File: config.mk
export PLATFORM = sky130hd
export DESIGN_NAME = utf8_stream_decoder_core
export DESIGN_NICKNAME = d
export VERILOG_FILES = /design/src/rtl/usd_pkg.sv /design/src/rtl/usd_front.sv /design/src/rtl/usd_cmd_fifo.sv /design/src/rtl/usd_back.sv /design/src/rtl/utf8_stream_decoder_core.sv
export SDC_FILE = /design/constraint.sdc
export NUM_CORES = 1
export LEC_CHECK = 0
export BUFFER_PORTS_ARGS = -buffer_cell sky130_fd_sc_hd__buf_2
export CAP_MARGIN = 20
export CELL_PAD_IN_SITES_DETAIL_PLACEMENT = 0
export CELL_PAD_IN_SITES_GLOBAL_PLACEMENT = 1
export CORE_ASPECT_RATIO = 1.75
export CORE_MARGIN = 2
export CORE_UTILIZATION = 46
export CTS_CLUSTER_SIZE = 8
export DETAILED_ROUTE_END_ITERATION = 6
export GPL_TIMING_DRIVEN = 0
export PLACE_DENSITY = 0.74
export SLEW_MARGIN = 20
export SYNTH_ARGS = -nofsm -noshare
export SYNTH_HDL_FRONTEND = slang
export SYNTH_SLANG_ARGS = --single-unit
export TNS_END_PERCENT = 10
File: constraint.sdc
create_clock -name i_clk -period 4.3 [get_ports i_clk]
set_input_delay 0.43 -clock i_clk [delete_from_list [all_inputs] [get_ports i_clk]]
set_output_delay 0.43 -clock i_clk [all_outputs]
set_load 0.05 [all_outputs]
File: src/rtl/usd_pkg.sv
// Package for the UTF-8 stream decoder: transaction payload types, the
// command passed from front to back, and decoding constants. No dependencies.
`default_nettype none

package usd_pkg;

    localparam int unsigned BYTE_W   = 8;
    localparam int unsigned CP_W     = 21;
    localparam int unsigned REP_W    = 3;
    localparam int unsigned SEQ_W    = 2;

    localparam logic [CP_W-1:0] CP_REPLACEMENT = 21'h00FFFD;

    typedef struct packed {
        logic [BYTE_W-1:0] data_byte;
        logic              end_of_text;
    } t_in_item;

    typedef struct packed {
        logic [CP_W-1:0] code_point;
        logic            replaced;
        logic            last_of_run;
    } t_out_item;

    // rep_cnt replacement results first, then the decoded value if has_val
    typedef struct packed {
        logic [REP_W-1:0] rep_cnt;
        logic             has_val;
        logic [CP_W-1:0]  val;
    } t_cmd;

endpackage

`default_nettype wire

File: src/rtl/usd_front.sv
// Front end: accepts bytes, tracks the open sequence and classifies each byte
// into at most one result command. Depends on usd_pkg.
`default_nettype none

module usd_front import usd_pkg::*; (
    input  wire logic     i_clk,
    input  wire logic     i_rst_n,
    input  wire logic     i_accept,
    input  wire t_in_item i_item,
    output logic          o_cmd_valid,
    output t_cmd          o_cmd
);

    logic [SEQ_W-1:0] r_need, n_need;
    logic [SEQ_W-1:0] r_taken, n_taken;
    logic [CP_W-1:0]  r_pv, n_pv;

    logic [BYTE_W-1:0] b;
    logic              is_open;
    logic              is_cont;
    logic [SEQ_W-1:0]  need_dec;
    logic [SEQ_W-1:0]  taken_inc;
    logic [CP_W-1:0]   pv_shift;
    logic [REP_W-1:0]  rep;
    logic              has_val;
    logic [CP_W-1:0]   val;

    assign b         = i_item.data_byte;
    assign is_open   = (r_need != '0);
    assign is_cont   = (b[7:6] == 2'b10);
    assign need_dec  = r_need - SEQ_W'(1);
    assign taken_inc = r_taken + SEQ_W'(1);
    assign pv_shift  = {r_pv[CP_W-7:0], b[5:0]};

    always_comb begin
        n_need  = r_need;
        n_taken = r_taken;
        n_pv    = r_pv;
        rep     = '0;
        has_val = 1'b0;
        val     = '0;
        if (is_open && is_cont) begin
            n_need  = need_dec;
            n_taken = taken_inc;
            n_pv    = pv_shift;
            if (need_dec == '0) begin
                has_val = 1'b1;
                val     = pv_shift;
                n_taken = '0;
                n_pv    = '0;
            end else if (i_item.end_of_text) begin
                rep     = REP_W'(taken_inc) + REP_W'(1);
                n_need  = '0;
                n_taken = '0;
                n_pv    = '0;
            end
        end else begin
            if (is_open) begin
                rep = REP_W'(r_taken) + REP_W'(1);
            end
            n_need  = '0;
            n_taken = '0;
            n_pv    = '0;
            if (b[7] == 1'b0) begin
                has_val = 1'b1;
                val     = CP_W'(b);
            end else if (b[7:5] == 3'b110) begin
                n_need = SEQ_W'(1);
                n_pv   = CP_W'(b[4:0]);
            end else if (b[7:4] == 4'b1110) begin
                n_need = SEQ_W'(2);
                n_pv   = CP_W'(b[3:0]);
            end else if (b[7:3] == 5'b11110) begin
                n_need = SEQ_W'(3);
                n_pv   = CP_W'(b[2:0]);
            end else begin
                rep = rep + REP_W'(1);
            end
            if (i_item.end_of_text && (n_need != '0)) begin
                rep     = rep + REP_W'(1);
                n_need  = '0;
                n_pv    = '0;
            end
        end
    end

    always_ff @(posedge i_clk) begin
        if (!i_rst_n) begin
            r_need  <= '0;
            r_taken <= '0;
            r_pv    <= '0;
        end else if (i_accept) begin
            r_need  <= n_need;
            r_taken <= n_taken;
            r_pv    <= n_pv;
        end
    end

    assign o_cmd_valid   = i_accept && ((rep != '0) || has_val);
    assign o_cmd.rep_cnt = rep;
    assign o_cmd.has_val = has_val;
    assign o_cmd.val     = val;

endmodule

`default_nettype wire

File: src/rtl/usd_cmd_fifo.sv
// Command queue between front and back: register array with read and write
// pointers and an occupancy count. Depends on usd_pkg.
`default_nettype none

module usd_cmd_fifo import usd_pkg::*; #(
    parameter int unsigned DEPTH = 4
) (
    input  wire logic i_clk,
    input  wire logic i_rst_n,
    input  wire logic i_wr_en,
    input  wire t_cmd i_wr_data,
    input  wire logic i_rd_en,
    output logic      o_full,
    output logic      o_valid,
    output t_cmd      o_rd_data
);

    localparam int unsigned PTR_W = $clog2(DEPTH);
    localparam int unsigned CNT_W = $clog2(DEPTH + 1);
    localparam logic [PTR_W-1:0] LAST_PTR = PTR_W'(DEPTH - 1);

    t_cmd             r_mem [DEPTH];
    logic [PTR_W-1:0] r_wr_ptr, n_wr_ptr;
    logic [PTR_W-1:0] r_rd_ptr, n_rd_ptr;
    logic [CNT_W-1:0] r_count, n_count;
    logic             wr;
    logic             rd;

    assign o_full    = (r_count == CNT_W'(DEPTH));
    assign o_valid   = (r_count != '0);
    assign o_rd_data = r_mem[r_rd_ptr];
    assign wr        = i_wr_en && !o_full;
    assign rd        = i_rd_en && o_valid;

    always_comb begin
        n_wr_ptr = r_wr_ptr;
        n_rd_ptr = r_rd_ptr;
        n_count  = r_count;
        if (wr) begin
            n_wr_ptr = (r_wr_ptr == LAST_PTR) ? '0 : r_wr_ptr + PTR_W'(1);
        end
        if (rd) begin
            n_rd_ptr = (r_rd_ptr == LAST_PTR) ? '0 : r_rd_ptr + PTR_W'(1);
        end
        if (wr && !rd) begin
            n_count = r_count + CNT_W'(1);
        end else if (rd && !wr) begin
            n_count = r_count - CNT_W'(1);
        end
    end

    always_ff @(posedge i_clk) begin
        if (!i_rst_n) begin
            r_wr_ptr <= '0;
            r_rd_ptr <= '0;
            r_count  <= '0;
        end else begin
            r_wr_ptr <= n_wr_ptr;
            r_rd_ptr <= n_rd_ptr;
            r_count  <= n_count;
        end
    end

    always_ff @(posedge i_clk) begin
        if (wr) begin
            r_mem[r_wr_ptr] <= i_wr_data;
        end
    end

    a_count_bound: assert property (@(posedge i_clk) disable iff (!i_rst_n)
        r_count <= CNT_W'(DEPTH))
        else $error("command queue over capacity");

endmodule

`default_nettype wire

File: src/rtl/usd_back.sv
// Back end: expands each queued command into its results and holds the
// oldest result in the output register. Depends on usd_pkg.
`default_nettype none

module usd_back import usd_pkg::*; (
    input  wire logic i_clk,
    input  wire logic i_rst_n,
    input  wire logic i_cmd_valid,
    input  wire t_cmd i_cmd,
    output logic      o_cmd_rd,
    input  wire logic i_pop,
    output logic      o_empty,
    output t_out_item o_item
);

    logic [SEQ_W-1:0] r_idx;
    logic             r_out_valid;
    t_out_item        r_out;

    logic             load;
    logic             em_rep;
    logic [REP_W-1:0] idx_ext;
    t_out_item        em_item;

    assign idx_ext = REP_W'(r_idx);
    assign load    = i_cmd_valid && (!r_out_valid || i_pop);
    assign em_rep  = (idx_ext < i_cmd.rep_cnt);

    always_comb begin
        em_item.replaced = em_rep;
        if (em_rep) begin
            em_item.code_point  = CP_REPLACEMENT;
            em_item.last_of_run = ((idx_ext + REP_W'(1)) == i_cmd.rep_cnt) && !i_cmd.has_val;
        end else begin
            em_item.code_point  = i_cmd.val;
            em_item.last_of_run = 1'b1;
        end
    end

    assign o_cmd_rd = load && em_item.last_of_run;

    always_ff @(posedge i_clk) begin
        if (!i_rst_n) begin
            r_idx       <= '0;
            r_out_valid <= 1'b0;
        end else begin
            if (load) begin
                r_out_valid <= 1'b1;
                r_idx       <= em_item.last_of_run ? '0 : r_idx + SEQ_W'(1);
            end else if (i_pop) begin
                r_out_valid <= 1'b0;
            end
        end
    end

    always_ff @(posedge i_clk) begin
        if (load) begin
            r_out <= em_item;
        end
    end

    assign o_empty = !r_out_valid;
    assign o_item  = r_out;

    a_cmd_nonempty: assert property (@(posedge i_clk) disable iff (!i_rst_n)
        i_cmd_valid |-> ((i_cmd.rep_cnt != '0) || i_cmd.has_val))
        else $error("queued command carries no result");

    a_idx_in_cmd: assert property (@(posedge i_clk) disable iff (!i_rst_n)
        (i_cmd_valid && !em_rep) |-> i_cmd.has_val)
        else $error("expansion index ran past command");

    a_value_is_last: assert property (@(posedge i_clk) disable iff (!i_rst_n)
        (r_out_valid && !r_out.replaced) |-> r_out.last_of_run)
        else $error("decoded value not marked last of run");

endmodule

`default_nettype wire

File: src/rtl/utf8_stream_decoder_core.sv
// UTF-8 stream decoder top level: front end, command queue, back end.
// Throughput: one byte per cycle while the queue is not full; results leave one at a time.
// A result passes through the command queue and then the back-end output register.
// Bytes that yield no result never reach the queue. Queue depth QUEUE_DEPTH (2..16).
// Reset: synchronous, active low; closes any open sequence and empties queue and output.
`default_nettype none

module utf8_stream_decoder_core import usd_pkg::*; #(
    parameter int unsigned QUEUE_DEPTH = 4
) (
    input  wire logic     i_clk,
    input  wire logic     i_rst_n,
    input  wire logic     push,
    output logic          full,
    input  wire t_in_item i_in_item,
    output logic          empty,
    input  wire logic     pop,
    output t_out_item     o_out_item
);

    logic accept;
    logic cmd_wr;
    t_cmd cmd_in;
    logic cmd_valid;
    t_cmd cmd_out;
    logic cmd_rd;

    assign accept = push && !full;

    usd_front u_front (
        .i_clk       (i_clk),
        .i_rst_n     (i_rst_n),
        .i_accept    (accept),
        .i_item      (i_in_item),
        .o_cmd_valid (cmd_wr),
        .o_cmd       (cmd_in)
    );

    usd_cmd_fifo #(
        .DEPTH (QUEUE_DEPTH)
    ) u_fifo (
        .i_clk     (i_clk),
        .i_rst_n   (i_rst_n),
        .i_wr_en   (cmd_wr),
        .i_wr_data (cmd_in),
        .i_rd_en   (cmd_rd),
        .o_full    (full),
        .o_valid   (cmd_valid),
        .o_rd_data (cmd_out)
    );

    usd_back u_back (
        .i_clk       (i_clk),
        .i_rst_n     (i_rst_n),
        .i_cmd_valid (cmd_valid),
        .i_cmd       (cmd_out),
        .o_cmd_rd    (cmd_rd),
        .i_pop       (pop),
        .o_empty     (empty),
        .o_item      (o_out_item)
    );

endmodule

`default_nettype wire

==> reports/summary.md, run 1 <==
The run finished with clean final reports. Post-CTS repair changed the size of 0 cells. Worst-case vdd ir drop: 304 uV. Timing startpoint of the critical path: u_front.r_taken[0]$_SDFFE_PN0P_. The synthesized netlist contains 46 unique library cells.

The tools report the pin count of the biggest net entering global routing as 26. Net switching is 32.1% of the power. Once the floorplan was initialized, standard cells occupied 46.7% of the core. The worst setup path is of the reg2reg kind.

The HPWL after detailed placement is 7830 um. Number of global-route vias before repair: 3564. The simple-gate share of the synthesized area was 11.3%. Counting the buffers created by CTS gives 17. Global routing finished with a remaining overflow of 0.

TritonCTS built the clock tree. The logs give 0 for the antenna diode count and 16.5% for the all-layer global routing usage. At the pin with the least slew margin, the transition time is 0.753 ns. The number of vias per cell after detailed routing was 5.16; the sequential share of power was 42.0%. For this block, the routed nets add up to 11500 um of wire. Largest fanout on the critical path: 7. The largest family of logic cells by synthesized area was simple AND/OR/NAND/NOR gates.

The first TritonRoute pass finished after 4 iterations. The first global-routing pass estimated 18700 um of wire. For this run, the leading register cell type out of synthesis is sky130_fd_sc_hd__edfxtp_1.

The tools report the signal arrival time at the worst endpoint as 4.19 ns. Once the clock tree was built, the setup fixing pass inserted 0 buffers. For the clock latency on the worst-skew pair, the log shows 0.42 ns. After clock tree synthesis, the clock-pin slew on the worst setup and hold paths is 0.06 ns. In this run the count of I/O pins placed on the die edge is 38. The tools report the type of element capturing the critical path as a flip-flop. The logs give 2 for the buffer depth of the longest clock path and 1520 uW for the power dissipated by switching net loads. The share of async-settable or async-resettable flops after synthesis is 0%. The number of nets handed over by synthesis was 443. The required time at the worst-slack endpoint is 4.65 ns, and the Yosys warning count is 0. After floorplanning, the core was divided into 57 placement rows.

The ratio of total power to cell area is 638 mW/mm^2, and the number of DRC markers after the initial detailed-route iteration is 187. Number of H-tree levels: 4. The worst hold path begins at i_rst_n.

The kind of launch point of the worst setup path was a flip-flop. Across the routed clock network, the largest skew measured is 0.00872 ns. The vertical die dimension was 160 um; the area of the core region was 0.0138 mm^2. The post-synthesis sequential element count was 154; the number of sinks driven by the clock tree was 154. The run gives 67.1% as the sequential area share after synthesis. The finished layout holds 660 standard cells, fillers aside. The number of nets still failing antenna checks after routing came out at 0. The synthesized netlist devotes 4.67% of its cell area to compound gates. Setup repair after global routing left no endpoint under its margin. Internal power comes to 3210 uW. The count of vias placed by the detailed router was 3408; the summed negative setup slack over all endpoints was 0 ns. The final clock period utilization by the worst path works out to 89.4%. The netlist area before placement is 0.00642 mm^2.

Of the total power, combinational logic draws 29.2%. Number of slew-limit violations in the final report: 0. The final count of hold timing violations was 0. The cell count after synthesis is 414, and the wire length per cell is 17.4 um.

The number of I/O port buffers is 36. The cell leakage power came out at 0.00257 uW. The die span in x works out to 93.3 um. The tree is rooted in a sky130_fd_sc_hd__clkbuf_16.

The fraction of synthesized cell area in xor and xnor cells is 1.30%, and the placed instance count is 628. The synthesized netlist devotes 3.23% of its cell area to adder and majority cells. The run gives 0.260 GHz as the highest clock frequency the design can meet. Worst-case hold slack: 0.305 ns.

The die covers 0.0150 mm^2. The routed design could run at a clock period as short as 3.84 ns. The proportion of synthesized area in mux cells works out to 9.89%. In this run, synthesis inferred 123 flip-flops with an integrated enable.

The post-route netlist has 23.8% of its cells at a drive strength greater than 1. The run gives 0 as the hold buffer count at cts. The reg-to-reg startpoint is u_front.r_taken[0]$_SDFFE_PN0P_. The average instance in the mapped netlist occupies 15.5 um^2. The logs give 0 for the number of endpoints failing setup at the final stage and 49.8% for the remaining max-slew budget at the tightest pin.

The path type of the worst min-delay path is in2reg. For the routability congestion estimate, the log shows 0.822. The logs give 0 for the number of violations of the max-capacitance limit and 499 for the number of nets in the layout.

The number of antenna violations at the first check in global routing was 0; the area growth from synthesis to layout was 15.3%. After detailed routing, the number of remaining DRC violations is 0. In this run, the clock network consumes 28.7% of the power.
[placed cells by master, fill, tap and decap left out, types with 3 or more instances in the layout]
cell / n
sky130_fd_sc_hd__and2_1: 29
sky130_fd_sc_hd__nor2_1: 13
sky130_fd_sc_hd__nor3_1: 4
sky130_fd_sc_hd__and2_2: 4
sky130_fd_sc_hd__nor2b_1: 19
sky130_fd_sc_hd__inv_1: 16
sky130_fd_sc_hd__mux4_2: 25
sky130_fd_sc_hd__clkbuf_16: 17
sky130_fd_sc_hd__a21oi_1: 7
sky130_fd_sc_hd__nand3_1: 4
sky130_fd_sc_hd__xnor2_1: 5
sky130_fd_sc_hd__a22oi_1: 13
sky130_fd_sc_hd__dfxtp_1: 31
sky130_fd_sc_hd__clkinv_1: 3
sky130_fd_sc_hd__clkinv_4: 3
sky130_fd_sc_hd__nand2_1: 22
sky130_fd_sc_hd__ha_1: 15
sky130_fd_sc_hd__o21ai_0: 9
sky130_fd_sc_hd__and3_1: 3
sky130_fd_sc_hd__clkbuf_1: 9
sky130_fd_sc_hd__nand2b_1: 20
sky130_fd_sc_hd__mux2i_1: 5
sky130_fd_sc_hd__buf_2: 43
sky130_fd_sc_hd__clkinvlp_4: 4
sky130_fd_sc_hd__edfxtp_1: 123
[worst paths after layout]
check | depth (start not counted) | slack (ns) | endpoint
worst min-delay path | 3 | 0.30 | u_fifo.r_wr_ptr[1]$_SDFFE_PN0P_
worst max-delay path | 15 | 0.46 | u_fifo.r_count[2]$_SDFFE_PN0P_
worst min register to register | 2 | 0.49 | u_fifo.r_rd_ptr[1]$_SDFFE_PN0P_
worst max register to register | 15 | 0.46 | u_fifo.r_count[2]$_SDFFE_PN0P_
[sequential cells by signal (all words and copies together), names as in the netlist, named ones only]
name / cells
u_fifo.r_mem: 100
u_back.o_item: 23
u_front.r_pv: 15
u_fifo.r_count: 3
u_back.r_idx: 2
u_fifo.r_rd_ptr: 2
u_fifo.r_wr_ptr: 2
u_front.r_need: 2
u_front.r_taken: 2
u_back.r_out_valid: 1
[logic make-up (layout without fill, tap and decap cells)]
| family | Yosys count | after routing |
|---|---|---|
| compound gates | 41 | 41 |
| xor+xnor | 8 | 8 |
| fa+ha+maj | 16 | 16 |
| buf+inv | 35 | 104 |
| flops | 154 | 154 |
| mux | 32 | 32 |
| simple gates | 128 | 128 |
[power groups by stage]
stage               Sequential [uW]  Clock [uW]  Combinational, uW
detailed placement             2020           0               1420
finish                         1980        1360               1380
global route                   2010        1450               1510
global placement               2020           0               1330
floorplan                      2320           0                745
CTS                            1990        1380               1420
[critical path: stages (launching register included)]
cell and delay, ns:
sky130_fd_sc_hd__dfxtp_1 0.41, sky130_fd_sc_hd__inv_1 0.10, sky130_fd_sc_hd__ha_1 0.34, sky130_fd_sc_hd__nor2_1 0.21
sky130_fd_sc_hd__ha_1 0.30, sky130_fd_sc_hd__mux2_2 0.27, sky130_fd_sc_hd__ha_1 0.27, sky130_fd_sc_hd__o21a_1 0.13
sky130_fd_sc_hd__o221ai_2 0.13, sky130_fd_sc_hd__a41oi_4 0.29, sky130_fd_sc_hd__ha_1 0.25, sky130_fd_sc_hd__inv_1 0.06
sky130_fd_sc_hd__fa_1 0.37, sky130_fd_sc_hd__xor2_1 0.17, sky130_fd_sc_hd__or3_1 0.31, sky130_fd_sc_hd__a21boi_0 0.16
[Yosys cell counts, types with 3 or more instances]
cell type	instances	area [um^2]
sky130_fd_sc_hd__buf_2	7	35.0
sky130_fd_sc_hd__nor3_1	4	20.0
sky130_fd_sc_hd__dfxtp_1	31	621
sky130_fd_sc_hd__nor2b_1	19	119
sky130_fd_sc_hd__o21ai_0	9	45.0
sky130_fd_sc_hd__nand2b_1	20	125
sky130_fd_sc_hd__a22oi_1	13	97.6
sky130_fd_sc_hd__mux2i_1	5	50.1
sky130_fd_sc_hd__xnor2_1	5	43.8
sky130_fd_sc_hd__nor2_1	13	48.8
sky130_fd_sc_hd__and2_1	33	206
sky130_fd_sc_hd__nand2_1	22	82.6
sky130_fd_sc_hd__clkbuf_1	6	22.5
sky130_fd_sc_hd__ha_1	15	188
sky130_fd_sc_hd__inv_1	16	60.1
sky130_fd_sc_hd__edfxtp_1	123	3690
sky130_fd_sc_hd__and3_1	3	18.8
sky130_fd_sc_hd__a21oi_1	8	40.0
sky130_fd_sc_hd__nand3_1	4	20.0
sky130_fd_sc_hd__mux4_2	25	563
[per-stage QoR]
stage	util (%)	power, uW	area [um^2]	setup slack [ns]
6_report	53.8	4720	7410	0.456
5_1_grt	53.8	4970	7410	0.141
4_1_cts	53.8	4790	7410	0.432
3_5_place_dp	49.9	3440	6870	0.435
3_3_place_gp	49.6	3340	6830	0.214
2_1_floorplan	-	3060	6420	0.761
[per-layer routing]
layer / GRT usage, % / vias to the layer above / wire length [um]
met5: 0 / - / 0
met4: 5.75 / 0 / 214
met3: 4.03 / 16 / 305
met2: 29.5 / 50 / 6340
met1: 19.0 / 1696 / 4630
li1: - / 1646 / -
[area by class of cell]
cell class | instances | area [um^2]
Fill cell | 1133 | 6350
Sequential cell | 154 | 4310
Multi-Input combinational cell | 225 | 1970
Clock buffer | 20 | 437
Tap cell | 177 | 221
Timing Repair Buffer | 37 | 208
Clock inverter | 12 | 103
Buffer | 18 | 92.6
Inverter | 17 | 63.8
(Power assumes the default switching activity.)
==> run 2, diff against run 1 <==
--- a/config.mk
+++ b/config.mk
@@ -12,6 +12,7 @@
 export CORE_ASPECT_RATIO = 1.75
 export CORE_MARGIN = 2
 export CORE_UTILIZATION = 46
+export CTS_BUF_LIST = sky130_fd_sc_hd__clkbuf_4
 export CTS_CLUSTER_SIZE = 8
 export DETAILED_ROUTE_END_ITERATION = 6
 export GPL_TIMING_DRIVEN = 0
==> reports/summary.md, run 2 (same netlist as run 1, synthesis figures left out) <==
For the signal arrival time at the worst endpoint, the log shows 4.33 ns (was 4.19 ns). For the number of nets still failing antenna checks after routing, the log shows 0 (unchanged). The tools report the instance area at placement as 0.00687 mm^2 (unchanged). The critical path buffer and inverter count is 2 (unchanged).

The ratio of cells with drive above 1 in the final layout was 24.4% (was 23.8%); the wire length of the first global-routing pass was 18600 um (was 18700 um). The number of nets in the layout came out at 499 (unchanged). The pre-CTS setup slack came out at 0.435 ns (unchanged). The library cell appearing most often on the critical path is sky130_fd_sc_hd__ha_1 (unchanged).

The logs give 4 (unchanged) for the number of H-tree levels and 0 (unchanged) for the number of violations of the max-capacitance limit. The number of vias per cell after detailed routing was 5.15 (was 5.16); the number of I/O port buffers was 36 (unchanged). Vertical die dimension: 160 um (unchanged). The flow ran to the end, and the final reports show no timing, DRC or antenna violations. The worst-margin pin slew is 0.762 ns (was 0.753 ns), and the number of CTS-inserted buffers is 17 (unchanged). The master of the slowest instance on the critical path is sky130_fd_sc_hd__dfxtp_1 (unchanged).

The tools report the destination of the worst register-to-register timing path as u_fifo.r_count[2]$_SDFFE_PN0P_ (unchanged). The path type of the worst min-delay path is in2reg (unchanged). Root buffer cell: sky130_fd_sc_hd__clkbuf_4 (was sky130_fd_sc_hd__clkbuf_16). The die span in x was 93.3 um (unchanged). The logs give 7830 um (unchanged) for the final HPWL from detailed placement and 4160 uW (was 4720 uW) for the total power draw. The tools report the source of the worst hold timing path as i_rst_n (unchanged).

The cell leakage power was 0.00245 uW (was 0.00257 uW). The buffer depth of the longest clock path was 2 (unchanged); the clock-pin transition on the worst setup and hold timing paths was 0.14 ns (was 0.06 ns). The highest clock frequency the design can meet is 0.260 GHz (about the same). The routability congestion estimate is 0.822 (unchanged), and the wire length per cell is 17.3 um (was 17.4 um). The floorplan row count was 57 (unchanged).

Classification of the worst setup path: reg2reg (unchanged). The total die area is 0.0150 mm^2 (unchanged). The ratio of total power to cell area was 584 mW/mm^2 (was 638 mW/mm^2); the all-layer global routing usage was 16.4% (was 16.5%). The number of flip-flops in the largest register was 100 (unchanged). The number of sinks driven by the clock tree is 154 (unchanged), and the final count of hold timing violations is 0 (unchanged). The cell type group with the largest total delay on the critical path is adder cells (unchanged). The count of vias placed by the detailed router is 3402 (was 3408). The number of cells on the worst hold path is 3 (unchanged), and the largest stage delay on the critical path is 0.44 ns (was 0.41 ns). The DRC violation count after routing is 0 (unchanged), and the total setup buffers inserted after CTS is 0 (unchanged). The area growth from synthesis to layout came out at 10.9% (was 15.3%).

Remaining max-slew budget at the tightest pin: 49.2% (was 49.8%). The clock latency on the worst-skew pair was 0.54 ns (was 0.42 ns); the register-to-register setup slack was 0.45 ns (was 0.46 ns). The type of element capturing the critical path is a flip-flop (unchanged). The tools report the worst-case vdd ir drop as 282 uV (was 304 uV). The pin count of the biggest net entering global routing is 26 (unchanged), and the worst-case clock skew is 0.0276 ns (was 0.00872 ns).

The largest fanout on the critical path came out at 7 (unchanged). Setup repair after global routing left no endpoint under its margin. The run gives 0.165 ns (was 0.305 ns) as the worst-case hold slack. Final clock period utilization by the worst path: 89.5% (was 89.4%). The path depth of the worst reg2reg path works out to 15 (unchanged). The number of slew-limit violations in the final report was 0 (unchanged). The final instance area was 0.00713 mm^2 (was 0.00741 mm^2). The tools report the endpoint of the worst hold-timing path as u_fifo.r_wr_ptr[1]$_SDFFE_PN0P_ (unchanged).

Most used cells in the layout excluding fill and tap cells: 123 x sky130_fd_sc_hd__edfxtp_1, 43 x sky130_fd_sc_hd__buf_2, 31 x sky130_fd_sc_hd__dfxtp_1, 29 x sky130_fd_sc_hd__and2_1, 25 x sky130_fd_sc_hd__mux4_2 (unchanged). The summed negative setup slack over all endpoints was 0 ns (unchanged). For the slack of the critical path, the log shows 0.451 ns (was 0.456 ns).

The logs give 0 (unchanged) for the hold buffer count at cts and 11400 um (was 11500 um) for the routed wire length. The required time at the worst-slack endpoint was 4.78 ns (was 4.65 ns). For the total congestion overflow after global routing, the log shows 0 (unchanged). For the number of global-route vias before repair, the log shows 3579 (was 3564). The detailed-router iteration count before antenna repair was 4 (unchanged). Reg-to-reg startpoint: u_front.r_taken[0]$_SDFFE_PN0P_ (unchanged).

The register name with the most flops was u_fifo.r_mem (unchanged). Starting density of the core: 46.7% (unchanged). The number of DRC markers after the initial detailed-route iteration came out at 184 (was 187).

The area of the core region was 0.0138 mm^2 (unchanged); the number of antenna violations at the first check in global routing was 1 (was 0). The number of endpoints failing setup at the final stage was 0 (unchanged). The kind of launch point of the worst setup path was a flip-flop (unchanged).

The tools report the count of pins on the block boundary as 38 (unchanged). Worst-path cell chain: inv_1 > ha_1 > nor2_1 > ha_1 > mux2_2 > ha_1 > o21a_1 > o221ai_2 > a41oi_4 > ha_1 > inv_1 > fa_1 > xor2_1 > or3_1 > a21boi_0 (unchanged). Number of resized instances in the post-cts repair step: 0 (unchanged).

Clock period minus final worst setup slack: 3.85 ns (was 3.84 ns). Most common cell after layout, fill and taps aside: sky130_fd_sc_hd__edfxtp_1 (unchanged). TritonCTS built the clock tree.
-- run 2: cell types whose count changed in the layout (fill, tap and decap cells not counted) --
cell,change
sky130_fd_sc_hd__clkbuf_4,+20
sky130_fd_sc_hd__clkbuf_16,-17
sky130_fd_sc_hd__diode_2,+1
sky130_fd_sc_hd__clkbuf_1,-3
-- run 2: per-stage QoR --
stage,cells,util [%]
finish,661,51.8
global route,661,51.8
CTS,660,51.7
floorplan,414,-
detailed placement,628,49.9
global placement,627,49.6
-- run 2: how the worst max path moves through the flow --
stage	start	to	slack, ns	depth (start not counted)
2_1_floorplan	u_front.r_taken[0]$_SDFFE_PN0P_	u_fifo.r_count[2]$_SDFFE_PN0P_	0.76	15
3_3_place_gp	pop	u_fifo.r_count[2]$_SDFFE_PN0P_	0.21	11
5_1_grt	u_front.r_taken[0]$_SDFFE_PN0P_	u_fifo.r_count[2]$_SDFFE_PN0P_	0.16	15
4_1_cts	u_front.r_taken[0]$_SDFFE_PN0P_	u_fifo.r_count[2]$_SDFFE_PN0P_	0.45	15
6_report	u_front.r_taken[0]$_SDFFE_PN0P_	u_fifo.r_count[2]$_SDFFE_PN0P_	0.45	15
3_5_place_dp	u_front.r_taken[0]$_SDFFE_PN0P_	u_fifo.r_count[2]$_SDFFE_PN0P_	0.43	15
-- run 2: per-layer routing --
metal	track usage [%]	part of all wire (%)
met1	18.9	40
met2	29.4	55
met3	3.75	2.8
met4	6.15	1.6
met5	0	0
-- run 2: worst reg2reg max path, cell delays in order, from the launching register on --
cell                       delay (ns)
sky130_fd_sc_hd__dfxtp_1         0.44
sky130_fd_sc_hd__inv_1           0.10
sky130_fd_sc_hd__ha_1            0.34
sky130_fd_sc_hd__nor2_1          0.21
sky130_fd_sc_hd__ha_1            0.30
sky130_fd_sc_hd__mux2_2          0.27
sky130_fd_sc_hd__ha_1            0.27
sky130_fd_sc_hd__o21a_1          0.13
sky130_fd_sc_hd__o221ai_2        0.13
sky130_fd_sc_hd__a41oi_4         0.30
sky130_fd_sc_hd__ha_1            0.25
sky130_fd_sc_hd__inv_1           0.06
sky130_fd_sc_hd__fa_1            0.37
sky130_fd_sc_hd__xor2_1          0.17
sky130_fd_sc_hd__or3_1           0.31
sky130_fd_sc_hd__a21boi_0        0.16
-- run 2: area by class of cell --
| type | count | area (um^2) |
|---|---|---|
| inverters | 17 | 63.8 |
| well taps | 177 | 221 |
| clock inverters | 12 | 103 |
| fillers | 1181 | 6640 |
| clock buffers | 20 | 150 |
| multi-input cells | 225 | 1970 |
| repair buffers | 37 | 208 |
| flip-flops and latches | 154 | 4310 |
| diodes | 1 | 2.50 |
| plain buffers | 18 | 92.6 |
-- run 2: report_power, final --
part | leakage [uW] | internal, uW | switching (uW) | total (uW)
clock | 0.000128 | 301 | 499 | 800
combinational | 0.000925 | 502 | 881 | 1380
sequential | 0.00139 | 1910 | 70.0 | 1980
